File: config.mk
export PLATFORM = sky130hd
export DESIGN_NAME = hid_boot_keyboard_event_diff_top_flat
export DESIGN_NICKNAME = d
export VERILOG_FILES = /design/src/rtl/hkbd_pkg.sv /design/src/rtl/hkbd_report_if.sv /design/src/rtl/hkbd_event_if.sv /design/src/rtl/hkbd_front.sv /design/src/rtl/hkbd_queue.sv /design/src/rtl/hkbd_back.sv /design/src/rtl/hid_boot_keyboard_event_diff_top.sv /design/src/flat_wrapper.sv
export SDC_FILE = /design/constraint.sdc
export NUM_CORES = 1
export LEC_CHECK = 0
export CAP_MARGIN = 20
export CORE_UTILIZATION = 35
export CTS_CLUSTER_DIAMETER = 120
export DETAILED_ROUTE_END_ITERATION = 8
export DONT_BUFFER_PORTS = 1
export PLACE_DENSITY = 0.57
export SLEW_MARGIN = 20
export SYNTH_ARGS = -nofsm -noshare
export SYNTH_HDL_FRONTEND = slang
export SYNTH_SLANG_ARGS = --single-unit
File: constraint.sdc
create_clock -name clk -period 7.9 [get_ports clk]
set_input_delay 0.395 -clock clk [delete_from_list [all_inputs] [get_ports clk]]
set_output_delay 0.395 -clock clk [all_outputs]
set_load 0.02 [all_outputs]
File: src/rtl/hkbd_pkg.sv
// Shared types, constants and helpers of the boot keyboard report differencer.
// Depends on nothing.
`default_nettype none

package hkbd_pkg;

	localparam int SLOTS       = 6;
	localparam int MOD_BITS    = 8;
	localparam int MIN_USAGE   = 4;
	localparam int EVENTS      = MOD_BITS + 2 * SLOTS;
	localparam int QUEUE_DEPTH = 2;

	typedef logic [7:0] usage_t;
	typedef usage_t [SLOTS-1:0] slots_t;

	typedef struct packed {
		logic [7:0] modifier_bits;
		logic [7:0] key_slot_0;
		logic [7:0] key_slot_1;
		logic [7:0] key_slot_2;
		logic [7:0] key_slot_3;
		logic [7:0] key_slot_4;
		logic [7:0] key_slot_5;
	} report_t;

	typedef struct packed {
		logic [15:0] key_code;
		logic        is_press;
		logic        rollover_error;
		logic        last_event;
	} event_t;

	// One classified report: which events fire plus what is needed to build them.
	// Mask bits: modifier bits first, then releases per stored slot, then presses.
	typedef struct packed {
		logic [EVENTS-1:0] mask;
		logic              err;
		logic [7:0]        mods;
		slots_t            old_slots;
		slots_t            new_slots;
	} job_t;

	// True if any slot holds the given usage.
	function automatic logic has_usage(slots_t s, usage_t u);
		logic hit;
		hit = 1'b0;
		for (int i = 0; i < SLOTS; i++) begin
			hit = hit | (s[i] == u);
		end
		return hit;
	endfunction

endpackage

`default_nettype wire

File: src/rtl/hkbd_report_if.sv
// Report channel: valid/ready handshake carrying one keyboard report.
// Depends on hkbd_pkg.
`default_nettype none

interface hkbd_report_if;
	logic              valid;
	logic              ready;
	hkbd_pkg::report_t data;

	modport source (output valid, output data, input ready);
	modport sink (input valid, input data, output ready);
endinterface

`default_nettype wire

File: src/rtl/hkbd_event_if.sv
// Event channel: valid/ready handshake carrying one key event.
// Depends on hkbd_pkg.
`default_nettype none

interface hkbd_event_if;
	logic             valid;
	logic             ready;
	hkbd_pkg::event_t data;

	modport source (output valid, output data, input ready);
	modport sink (input valid, input data, output ready);
endinterface

`default_nettype wire

File: src/rtl/hkbd_front.sv
// Front end: accepts reports, diffs them against the stored report, builds jobs.
// Depends on hkbd_pkg and hkbd_report_if.
`default_nettype none

module hkbd_front (
	input  wire logic          clk,
	input  wire logic          arst_n,
	hkbd_report_if.sink        report,
	output hkbd_pkg::job_t     job,
	output logic               job_valid,
	input  wire logic          job_ready
);

	logic [7:0]       prev_mods_q;
	hkbd_pkg::slots_t prev_slots_q;

	hkbd_pkg::slots_t new_slots;
	logic             err;
	logic             accept;

	// Unpack the slots and flag rollover error codes
	always_comb begin
		new_slots[0] = report.data.key_slot_0;
		new_slots[1] = report.data.key_slot_1;
		new_slots[2] = report.data.key_slot_2;
		new_slots[3] = report.data.key_slot_3;
		new_slots[4] = report.data.key_slot_4;
		new_slots[5] = report.data.key_slot_5;
		err = 1'b0;
		for (int i = 0; i < hkbd_pkg::SLOTS; i++) begin
			err = err | ((new_slots[i] != '0) &&
				(new_slots[i] < hkbd_pkg::usage_t'(hkbd_pkg::MIN_USAGE)));
		end
	end

	// Classify: modifier changes, releases, presses
	always_comb begin
		job.mods      = report.data.modifier_bits;
		job.err       = err;
		job.old_slots = prev_slots_q;
		job.new_slots = new_slots;
		job.mask      = '0;
		job.mask[hkbd_pkg::MOD_BITS-1:0] = report.data.modifier_bits ^ prev_mods_q;
		for (int i = 0; i < hkbd_pkg::SLOTS; i++) begin
			job.mask[hkbd_pkg::MOD_BITS + i] = (prev_slots_q[i] != '0) &&
				!hkbd_pkg::has_usage(new_slots, prev_slots_q[i]);
			job.mask[hkbd_pkg::MOD_BITS + hkbd_pkg::SLOTS + i] =
				(new_slots[i] >= hkbd_pkg::usage_t'(hkbd_pkg::MIN_USAGE)) &&
				!hkbd_pkg::has_usage(prev_slots_q, new_slots[i]);
		end
	end

	// Reports with no change are taken and dropped
	assign report.ready = job_ready;
	assign accept       = report.valid && job_ready;
	assign job_valid    = report.valid && (|job.mask);

	// Keep the last good report; hold it on rollover error
	always_ff @(posedge clk or negedge arst_n) begin
		if (!arst_n) begin
			prev_mods_q  <= '0;
			prev_slots_q <= '0;
		end else if (accept && !err) begin
			prev_mods_q  <= report.data.modifier_bits;
			prev_slots_q <= new_slots;
		end
	end

endmodule

`default_nettype wire

File: src/rtl/hkbd_queue.sv
// Short job queue between front end and back end.
// Depends on hkbd_pkg.
`default_nettype none

module hkbd_queue #(
	parameter int DEPTH = hkbd_pkg::QUEUE_DEPTH
) (
	input  wire logic            clk,
	input  wire logic            arst_n,
	input  wire hkbd_pkg::job_t  push_job,
	input  wire logic            push_valid,
	output logic                 push_ready,
	output hkbd_pkg::job_t       pop_job,
	output logic                 pop_valid,
	input  wire logic            pop_ready
);

	localparam int PTR_W = (DEPTH > 1) ? $clog2(DEPTH) : 1;
	localparam int CNT_W = $clog2(DEPTH + 1);

	hkbd_pkg::job_t entry_q [DEPTH];
	logic [PTR_W-1:0] wr_ptr_q;
	logic [PTR_W-1:0] rd_ptr_q;
	logic [CNT_W-1:0] count_q;
	logic             do_push;
	logic             do_pop;

	assign push_ready = (count_q != CNT_W'(DEPTH));
	assign pop_valid  = (count_q != '0);
	assign pop_job    = entry_q[rd_ptr_q];
	assign do_push    = push_valid && push_ready;
	assign do_pop     = pop_valid && pop_ready;

	// Store the pushed job
	always_ff @(posedge clk) begin
		if (do_push) begin
			entry_q[wr_ptr_q] <= push_job;
		end
	end

	// Advance pointers and count
	always_ff @(posedge clk or negedge arst_n) begin
		if (!arst_n) begin
			wr_ptr_q <= '0;
			rd_ptr_q <= '0;
			count_q  <= '0;
		end else begin
			if (do_push) begin
				wr_ptr_q <= (wr_ptr_q == PTR_W'(DEPTH - 1)) ? '0 : wr_ptr_q + 1'b1;
			end
			if (do_pop) begin
				rd_ptr_q <= (rd_ptr_q == PTR_W'(DEPTH - 1)) ? '0 : rd_ptr_q + 1'b1;
			end
			if (do_push && !do_pop) begin
				count_q <= count_q + 1'b1;
			end else if (do_pop && !do_push) begin
				count_q <= count_q - 1'b1;
			end
		end
	end

endmodule

`default_nettype wire

File: src/rtl/hkbd_back.sv
// Back end: serializes one job into events, one beat per cycle while the output is not stalled, lowest mask bit first.
// Depends on hkbd_pkg and hkbd_event_if.
`default_nettype none

module hkbd_back (
	input  wire logic            clk,
	input  wire logic            arst_n,
	input  wire hkbd_pkg::job_t  job,
	input  wire logic            job_valid,
	output logic                 job_pop,
	hkbd_event_if.source         key_event
);

	hkbd_pkg::job_t              cur_q;
	logic [hkbd_pkg::EVENTS-1:0] rem_q;
	logic                        out_valid_q;
	hkbd_pkg::event_t            out_data_q;

	logic [hkbd_pkg::EVENTS-1:0] low;
	logic                        out_load;
	logic                        emit;
	logic                        last;
	hkbd_pkg::event_t            ev;

	// Pick the lowest pending event
	assign low      = rem_q & (~rem_q + 1'b1);
	assign last     = ((rem_q & ~low) == '0);
	assign out_load = !out_valid_q || key_event.ready;
	assign emit     = (|rem_q) && out_load;
	assign job_pop  = job_valid && (!(|rem_q) || (emit && last));

	// Build the event selected by the one-hot pick
	always_comb begin
		ev.key_code       = '0;
		ev.is_press       = 1'b0;
		ev.rollover_error = cur_q.err;
		ev.last_event     = last;
		for (int i = 0; i < hkbd_pkg::MOD_BITS; i++) begin
			ev.key_code[8 + i] = low[i];
			ev.is_press        = ev.is_press | (low[i] & cur_q.mods[i]);
		end
		for (int i = 0; i < hkbd_pkg::SLOTS; i++) begin
			ev.key_code[7:0] = ev.key_code[7:0] |
				(cur_q.old_slots[i] & {8{low[hkbd_pkg::MOD_BITS + i]}}) |
				(cur_q.new_slots[i] & {8{low[hkbd_pkg::MOD_BITS + hkbd_pkg::SLOTS + i]}});
			ev.is_press = ev.is_press | low[hkbd_pkg::MOD_BITS + hkbd_pkg::SLOTS + i];
		end
	end

	// Load a new job or drop the event just sent
	always_ff @(posedge clk or negedge arst_n) begin
		if (!arst_n) begin
			rem_q <= '0;
		end else if (job_pop) begin
			rem_q <= job.mask;
		end else if (emit) begin
			rem_q <= rem_q & ~low;
		end
	end

	always_ff @(posedge clk) begin
		if (job_pop) begin
			cur_q <= job;
		end
	end

	// Output register: hold the beat until taken
	always_ff @(posedge clk or negedge arst_n) begin
		if (!arst_n) begin
			out_valid_q <= 1'b0;
		end else if (out_load) begin
			out_valid_q <= emit;
		end
	end

	always_ff @(posedge clk) begin
		if (emit) begin
			out_data_q <= ev;
		end
	end

	assign key_event.valid = out_valid_q;
	assign key_event.data  = out_data_q;

endmodule

`default_nettype wire

File: src/rtl/hid_boot_keyboard_event_diff_top.sv
// Channel    Dir  Beat
// report     in   one boot keyboard report (modifier byte, six usage slots)
// key_event  out  one key or modifier event with press, error and last flags
//
// A report is taken every cycle while the job queue has room; a report with
// no change is taken and dropped. The back end sends one event per cycle while
// the output is not stalled; the events of a report pass through the queue, the
// back end's job register and the output register. Reset clears the stored report
// at once. Either side may stall: the queue and the output register hold work.
// Depends on hkbd_pkg, hkbd_report_if, hkbd_event_if, hkbd_front, hkbd_queue, hkbd_back.
`default_nettype none

module hid_boot_keyboard_event_diff_top #(
	parameter int QUEUE_DEPTH = hkbd_pkg::QUEUE_DEPTH
) (
	input  wire logic      clk,
	input  wire logic      arst_n,
	hkbd_report_if.sink    report,
	hkbd_event_if.source   key_event
);

	hkbd_pkg::job_t front_job;
	logic           front_valid;
	logic           front_ready;
	hkbd_pkg::job_t back_job;
	logic           back_valid;
	logic           back_pop;

	hkbd_front u_front (
		.clk       (clk),
		.arst_n    (arst_n),
		.report    (report),
		.job       (front_job),
		.job_valid (front_valid),
		.job_ready (front_ready)
	);

	hkbd_queue #(
		.DEPTH (QUEUE_DEPTH)
	) u_queue (
		.clk        (clk),
		.arst_n     (arst_n),
		.push_job   (front_job),
		.push_valid (front_valid),
		.push_ready (front_ready),
		.pop_job    (back_job),
		.pop_valid  (back_valid),
		.pop_ready  (back_pop)
	);

	hkbd_back u_back (
		.clk       (clk),
		.arst_n    (arst_n),
		.job       (back_job),
		.job_valid (back_valid),
		.job_pop   (back_pop),
		.key_event (key_event)
	);

endmodule

`default_nettype wire

File: src/flat_wrapper.sv
// flat-port wrapper written by rule: the top's interface ports become plain ports
module hid_boot_keyboard_event_diff_top_flat 
#(
	parameter int QUEUE_DEPTH = hkbd_pkg::QUEUE_DEPTH
)
  (clk, arst_n, report_valid, report_data, report_ready, key_event_valid, key_event_data, key_event_ready);
  hkbd_report_if report_i ();
  hkbd_event_if key_event_i ();
  input  wire logic clk;
  input  wire logic arst_n;
  input wire logic [$bits(report_i.valid)-1:0] report_valid;
  input wire logic [$bits(report_i.data)-1:0] report_data;
  output wire logic [$bits(report_i.ready)-1:0] report_ready;
  output wire logic [$bits(key_event_i.valid)-1:0] key_event_valid;
  output wire logic [$bits(key_event_i.data)-1:0] key_event_data;
  input wire logic [$bits(key_event_i.ready)-1:0] key_event_ready;
  assign report_i.valid = report_valid;
  assign report_i.data = report_data;
  assign report_ready = report_i.ready;
  assign key_event_valid = key_event_i.valid;
  assign key_event_data = key_event_i.data;
  assign key_event_i.ready = key_event_ready;
  hid_boot_keyboard_event_diff_top #(.QUEUE_DEPTH(QUEUE_DEPTH)) u_core (.clk(clk), .arst_n(arst_n), .report(report_i), .key_event(key_event_i));
endmodule
==> run metrics, run 1 <==
Ports=81; Post-synth EDFFs=374; wire per inst=slightly below 30 um; buffer and inverter count on the worst path=1; Final Hold Fails=0; TritonCTS clock tree=built; crit path launch type=flip-flop; worst r2r src=u_core.u_front.job[61]; largest net degree at the start of global routing=126; Worst EP required=8.11 ns; Clk pwr share=24.6%; Remaining DRCs=0; pwr dens=393 nW/um2; worst-path fanout max=63; Final ANT Viol Nets=0; CP Data Arrival Time=4.82 ns; Root Buffer=clkbuf_16; unrepaired setup endpoints after global routing=false; Die W=245 um; top-area cell type share of the netlist area=54.3%; DIE AREA=60100 um2; Relative slew margins=22.4%; # setup viols final=0; most common cell after layout, fill and taps aside=edfxtp_1; Yosys warnings=0; post-synthesis sequential area ratio=around 64%; Crit path top cell by count=nor4_1; area grow syn2layout=13.4%; worst min-delay path category=in -> reg; dpl hpwl=around 39000 um; syn nets=1515; Final nets=~1500; commonest non-fill, non-tap cells in the layout=edfxtp_1, mux2_2, xor2_1, xnor2_1, dfrtp_1; # hold bufs at CTS=just under 60; CP Launch Point=u_core.u_front.job[61]; NetSw=3.18 mW; TritonCTS buffer count=47; routed wire length=between 60000 and 70000 um; initial core utilization=35.7%; aggregate negative setup slack=0 ns; vias=12600; fin. max-slew vios=0; Critical Path Slowest Stage Cell=dfrtp_1; Yosys top cell by area=edfxtp_1; number of max-cap violations=0; n_diodes=0; fin util=40.4%; ranking of synthesized cells by area=edfxtp_1, dfrtp_1, mux2_2; fmax=between 0.2 and 0.25 GHz; Final min period=4.61 ns; P_leak=7.88 nW; Worst Clk Skew=0.0313 ns; Die H=245 um; DR iter-0 viols=1222; Syn Inst Count=1454; Via density=roughly 5.6; fraction of registers with async set or reset after synthesis=17.8%; Switching Share=about a third; Pwr Total=9.22 mW; vias in the first global route=12400; Post-CTS Setup Bufs=0; Yosys cell types=56; Seq pwr share=48.1%; WS Path Type=reg -> reg; number of port buffers=0; Main synth FF type=edfxtp_1; clock buffer depth=3; Synth Area per Inst=roughly 14 um2; worst-margin pin slew=1.16 ns; crit-path cells=xnor2_1 > nand4_1 > nor2_1 > a2111o_1 > nor4_1 > nor4_1 > a41oi_1 > and2_4 > buf_4; Post-Syn Area=20700 um2; Crit path max-delay family=simple AND/OR/NAND/NOR gates; worst hold slack=approximately 0.045 ns; logic gate share of total power=27.3%; CP Capture Type=flip-flop; grt ovf=0; first-pass GRT wire length=92900 um; Critical Path Max Stage Delay=~0.80 ns; P_int=roughly 6.0 mW; outcome=finished clean; DRT Pass-1 Iters=8; #FFs+latches synth=455; Row Count=88; final worst path period share=about three fifths; initial antenna violation count=3; Peak VDD IR=238 uV; # clock sinks=around 460; H-tree lvl count=2; layout cells sized above 1=between 10% and 20%; # resized after CTS=0; core area=58000 um2; CTS clk-pin slew, worst paths=about 0.06 ns; min-delay src=report_data[48]; GPL Wtd Cong=0.888; Clk Latency, worst-skew pair=0.60 ns; GR Util All Layers=21.7%
[registers in the layout (all words and copies together) (netlist names)]
register,count
u_core.u_queue.entry_q,250
u_core.u_back.key_event.valid,1
u_core.u_queue.wr_ptr_q,1
u_core.u_queue.count_q,2
u_core.u_front.prev_mods_q,8
u_core.u_front.job,48
u_core.u_queue.rd_ptr_q,1
u_core.u_back.cur_q,105
u_core.u_back.key_event.data,19
u_core.u_back.rem_q,20
[through the flow]
stage,instance area [um2],setup WS (ns),std cells
2_1_floorplan,20700,2.09,1454
3_3_place_gp,21300,3.51,2100
3_5_place_dp,21300,3.39,2101
4_1_cts,23500,3.36,2247
5_1_grt,23500,3.14,2247
6_report,23500,3.29,2247
[Yosys cell counts (2+ instances only)]
cell type and n:
o22ai_1 4, a2111oi_0 2, nor4_1 70, a22oi_1 9
o21ai_1 27, o21ai_0 7, buf_1 21, nand2_1 55
mux2i_1 20, a221o_1 6, and3_1 2, mux2_2 161
and2_1 3, nand4_1 52, nor3b_1 10, nor2b_1 3
edfxtp_1 374, dfrtp_1 81, xnor2_1 146, a221oi_1 5
nor3_1 5, buf_2 4, a211oi_1 2, nand2b_1 2
inv_1 8, a22o_1 5, o31ai_1 8, a2111o_1 3
clkbuf_1 103, or3_1 3, nor2_1 51, nand3_1 6
xor2_1 155, a21o_1 2, a222oi_1 11, a21oi_1 8
[power groups by stage]
stage          logic [mW]  clock network [mW]  registers (mW)
2_1_floorplan        2.23                   0            3.89
3_3_place_gp         2.42                   0            4.44
3_5_place_dp         2.45                   0            4.47
4_1_cts              2.53                2.30            4.42
5_1_grt              2.72                2.39            4.50
6_report             2.52                2.26            4.43
[layer usage]
layer	vias up	part of all wire, %	track usage, %	wire length (um)
met2	556	46	34.1	29900
met1	6551	43	29.5	28100
met5	-	0.020	0	13
met3	140	7.8	4.73	5060
met4	2	3.2	7.21	2110
li1	5350	-	-	-
[worst paths after layout]
check | end | slack, ns | cells past startpoint
setup / recovery | u_core.u_queue.entry_q[1][75] | 3.29 | 9
min in group asynchronous | u_core.u_back.key_event.valid | 0.41 | 2
hold reg to reg | u_core.u_back.key_event.data[1] | 0.44 | 0
max in group asynchronous | u_core.u_front.job[63] | 7.09 | 2
hold / removal | u_core.u_queue.entry_q[1][105] | 0.05 | 1
setup reg to reg | u_core.u_queue.entry_q[1][75] | 3.29 | 9
[logic make-up (layout without fill, tap and decap cells)]
kind of cell | after synthesis | in the layout | share of synthesized area (%)
flip-flops | 455 | 455 | 64.1
XOR/XNOR | 301 | 301 | 12.7
AND/OR/NAND/NOR | 271 | 271 | 7.09
multiplexers | 182 | 182 | 9.80
buffers and inverters | 137 | 165 | 2.55
AO/OA/AOI/OAI | 106 | 106 | 3.66
adder cells (fa/ha/maj) | 2 | 2 | 0.109
[layout make-up]
type / count / area (um2)
clock inverter: 25 / 275
fill: 5278 / 34600
sequential: 455 / 13300
timing repair buffer: 69 / 691
tap: 765 / 957
clock buffer: 63 / 1310
multi-input combinational: 862 / 6950
inverter: 8 / 32.5
Note: power is estimated with default switching activity, not from simulation.
==> run 2: changes to the inputs <==
- ABC_AREA: unset -> 1
- clock period: 7.9 -> 4 ns (I/O delays scaled with it)
==> run 2 against run 1 <==
Flip-flop and latch count is the same. Total power grew 71%. Via count grew 23%. Combinational power grew 52%. Critical path type unchanged. Largest cell class unchanged.
==> run metrics, run 2 <==
Worst EP required=4.31 ns (-3.80 ns); crit path launch type=flip-flop; fin. max-slew vios=0 (unchanged); CP Data Arrival Time=3.59 ns (-1.23 ns); Crit path top cell by count=nand2_1; WS Path Type=reg -> reg; initial antenna violation count=4 (+1); FILL cells=6069 (+15%); Switching Share=33.7% (-0.83 points); worst-margin pin slew=0.944 ns (-0.220 ns); top-count cell post-synth=nand2_1; clock buffer depth=3 (unchanged); routed wire length=71800 um (+10%); Row Count=92 (+4.5%); Final min period=3.29 ns (-1.33 ns); Yosys warnings=0 (unchanged); Die W=254 um (+3.7%); Pwr Total=15.7 mW (+71%); GPL Wtd Cong=0.987 (+11%); # setup viols final=0 (unchanged); core area=63000 um2 (+8.5%); worst r2r src=u_core.u_front.job[52]; Setup Slack @ Placement=0.780 ns (-2.61 ns); sequential cell area=13300 um2 (unchanged); NetSw=5.31 mW (+67%); Remaining DRCs=0 (unchanged); top-area cell type share of the netlist area=50.5% (-3.8 points); Yosys top cell by area=edfxtp_1; Post-Syn Area=22300 um2 (+7.5%); Ports=81 (unchanged); wire per inst=23.6 um (-19%); # resized after CTS=0 (unchanged); Peak VDD IR=305 uV (+28%); Critical Path Slowest Stage Cell=nor4_1; n_diodes=0 (unchanged); Via density=5.08 (-9.5%); worst-path fanout max=45 (-29%); commonest non-fill, non-tap cells in the layout=nand2_1, edfxtp_1, xnor2_1, nor2_1, inv_1; Post-CTS Setup Bufs=0 (unchanged); # clock sinks=455 (unchanged); vias in the first global route=14900 (+20%); Final nets=2218 (+47%); dpl hpwl=46900 um (+22%); DIE AREA=64600 um2 (+7.5%); ranking of synthesized cells by area=edfxtp_1, nand2_1, dfrtp_1; area grow syn2layout=13.2%; most common cell after layout, fill and taps aside=nand2_1; Placed Instances=2893 (+38%); area of the multi-input gates=7820 um2 (+13%); first-pass GRT wire length=104000 um (+12%); Yosys cell types=39 (-30%); Critical Path Max Stage Delay=0.88 ns (+0.08 ns); number of flip-flops under the largest register name=250 (unchanged); unrepaired setup endpoints after global routing=false; GR Util All Layers=22.5% (+0.79 points); Main synth FF type=edfxtp_1; Seq pwr share=48.1% (about the same); vias=15400 (+23%); CTS clk-pin slew, worst paths=0.07 ns (about the same); Die H=254 um (+3.7%); fmax=0.304 GHz (+40%); Clk Latency, worst-skew pair=0.59 ns (about the same); layout cells sized above 1=11.6% (-6.1 points); P_int=10.4 mW (+73%); Clk pwr share=27.6% (+3.0 points); DRT Pass-1 Iters=6 (-2); P_leak=9.75 nW (+24%); Relative slew margins=36.5% (+14 points); aggregate negative setup slack=0 ns (unchanged); worst min-delay path category=in -> reg; logic gate share of total power=24.3% (-3.0 points); buffer and inverter count on the worst path=2 (+1); fraction of registers with async set or reset after synthesis=17.8% (unchanged); CP Capture Type=flip-flop; largest net degree at the start of global routing=88 (-30%); DR iter-0 viols=1564 (+28%); outcome=finished clean; Crit path max-delay family=simple AND/OR/NAND/NOR gates; Final ANT Viol Nets=0 (unchanged); Synth Area per Inst=10.4 um2 (-27%); min-delay src=report_valid; syn nets=2210 (+46%); number of port buffers=0 (unchanged); fin cells=3042 (+35%); TritonCTS buffer count=48 (+2.1%); Synth top cells by count=nand2_1, edfxtp_1, xnor2_1; #FFs+latches synth=455 (unchanged); Final Hold Fails=0 (unchanged); number of max-cap violations=0 (unchanged); TritonCTS clock tree=built; final worst path period share=82.2% (+24 points); Syn Inst Count=2149 (+48%); fin util=40.0% (-0.43 points); initial core utilization=35.3% (-0.32 points); grt ovf=0 (unchanged); Root Buffer=clkbuf_16; post-synthesis sequential area ratio=59.6% (-4.5 points); pwr dens=624 nW/um2 (+59%); CP Launch Point=u_core.u_front.job[52]; H-tree lvl count=2 (unchanged); most flop-heavy register=u_core.u_queue.entry_q; crit-path cells=nor4_1 > nand2_1 > nand2_1 > nor2_1 > nand2_1 > nand3_1 > nor2_1 > nand2_1 > nand3_1 > clkinvlp_4 > buf_12; final setup margin=0.713 ns (-2.57 ns); Post-synth EDFFs=374 (unchanged); Worst Clk Skew=0.0262 ns (-0.00518 ns)
run 2: final cells by class:
cell class	count	area share [%]
clock buffers	63	5.19
clock inverters	26	0.864
inverters	163	2.45
multi-input cells	1403	31.0
flip-flops and latches	455	52.6
well taps	846	4.20
repair buffers	86	3.64
run 2: path summary, 6_finish.rpt:
check                           slack [ns]                               to  cells after the start
worst max register to register        0.71    u_core.u_queue.entry_q[0][71]                     11
worst max-delay path                  0.71    u_core.u_queue.entry_q[0][71]                     11
worst min-delay path                  0.11          u_core.u_queue.wr_ptr_q                      3
worst min register to register        0.48  u_core.u_back.key_event.data[1]                      0
min in group asynchronous             0.24           u_core.u_back.rem_q[4]                      2
max in group asynchronous             3.27          u_core.u_queue.rd_ptr_q                      2
run 2: cells by family after synthesis:
family / Yosys count / synth area share, %
buffers and inverters: 291 / 5.45
AOI/OAI and AO/OA: 111 / 2.83
xor gates and xnor gates: 194 / 7.64
and+or+nand+nor: 972 / 18.2
adders and majority gates: 1 / 0.0562
DFF: 455 / 59.6
muxes: 125 / 6.29
run 2: through the flow:
stage	area, um2	hold slack (ns)
after global routing	25200	0.114
after detailed placement	23000	-0.0932
after CTS	25200	0.0871
after global placement	23000	-0.0932
after floorplan	22300	-0.0956
final	25200	0.110
run 2: repair_timing:
item | in CTS | in global routing
hold endpoints to repair | 267 | 0
endpoints found under the setup margin | 0 | 0
hold buffers | 59 | 0
run 2: power groups by stage:
stage	clock network, mW	logic [mW]	registers, mW
final	4.35	3.82	7.56
after CTS	4.42	3.83	7.54
after global routing	4.60	4.26	7.69
after detailed placement	0	3.69	7.64
after global placement	0	3.67	7.57
after floorplan	0	3.33	6.87
run 2: worst register-to-register path, cell delays in order, from the launching register on:
cell,delay (ns)
dfrtp_1,0.55
nor4_1,0.88
nand2_1,0.11
nand2_1,0.10
nor2_1,0.05
nand2_1,0.07
nand3_1,0.08
nor2_1,0.12
nand2_1,0.09
nand3_1,0.14
clkinvlp_4,0.39
buf_12,0.35
run 2: metal layers:
layer	part of all wire, %	GRT usage (%)
met1	46	33.2
met5	0	0
met4	2.5	6.21
met2	44	34.3
met3	7.5	3.21
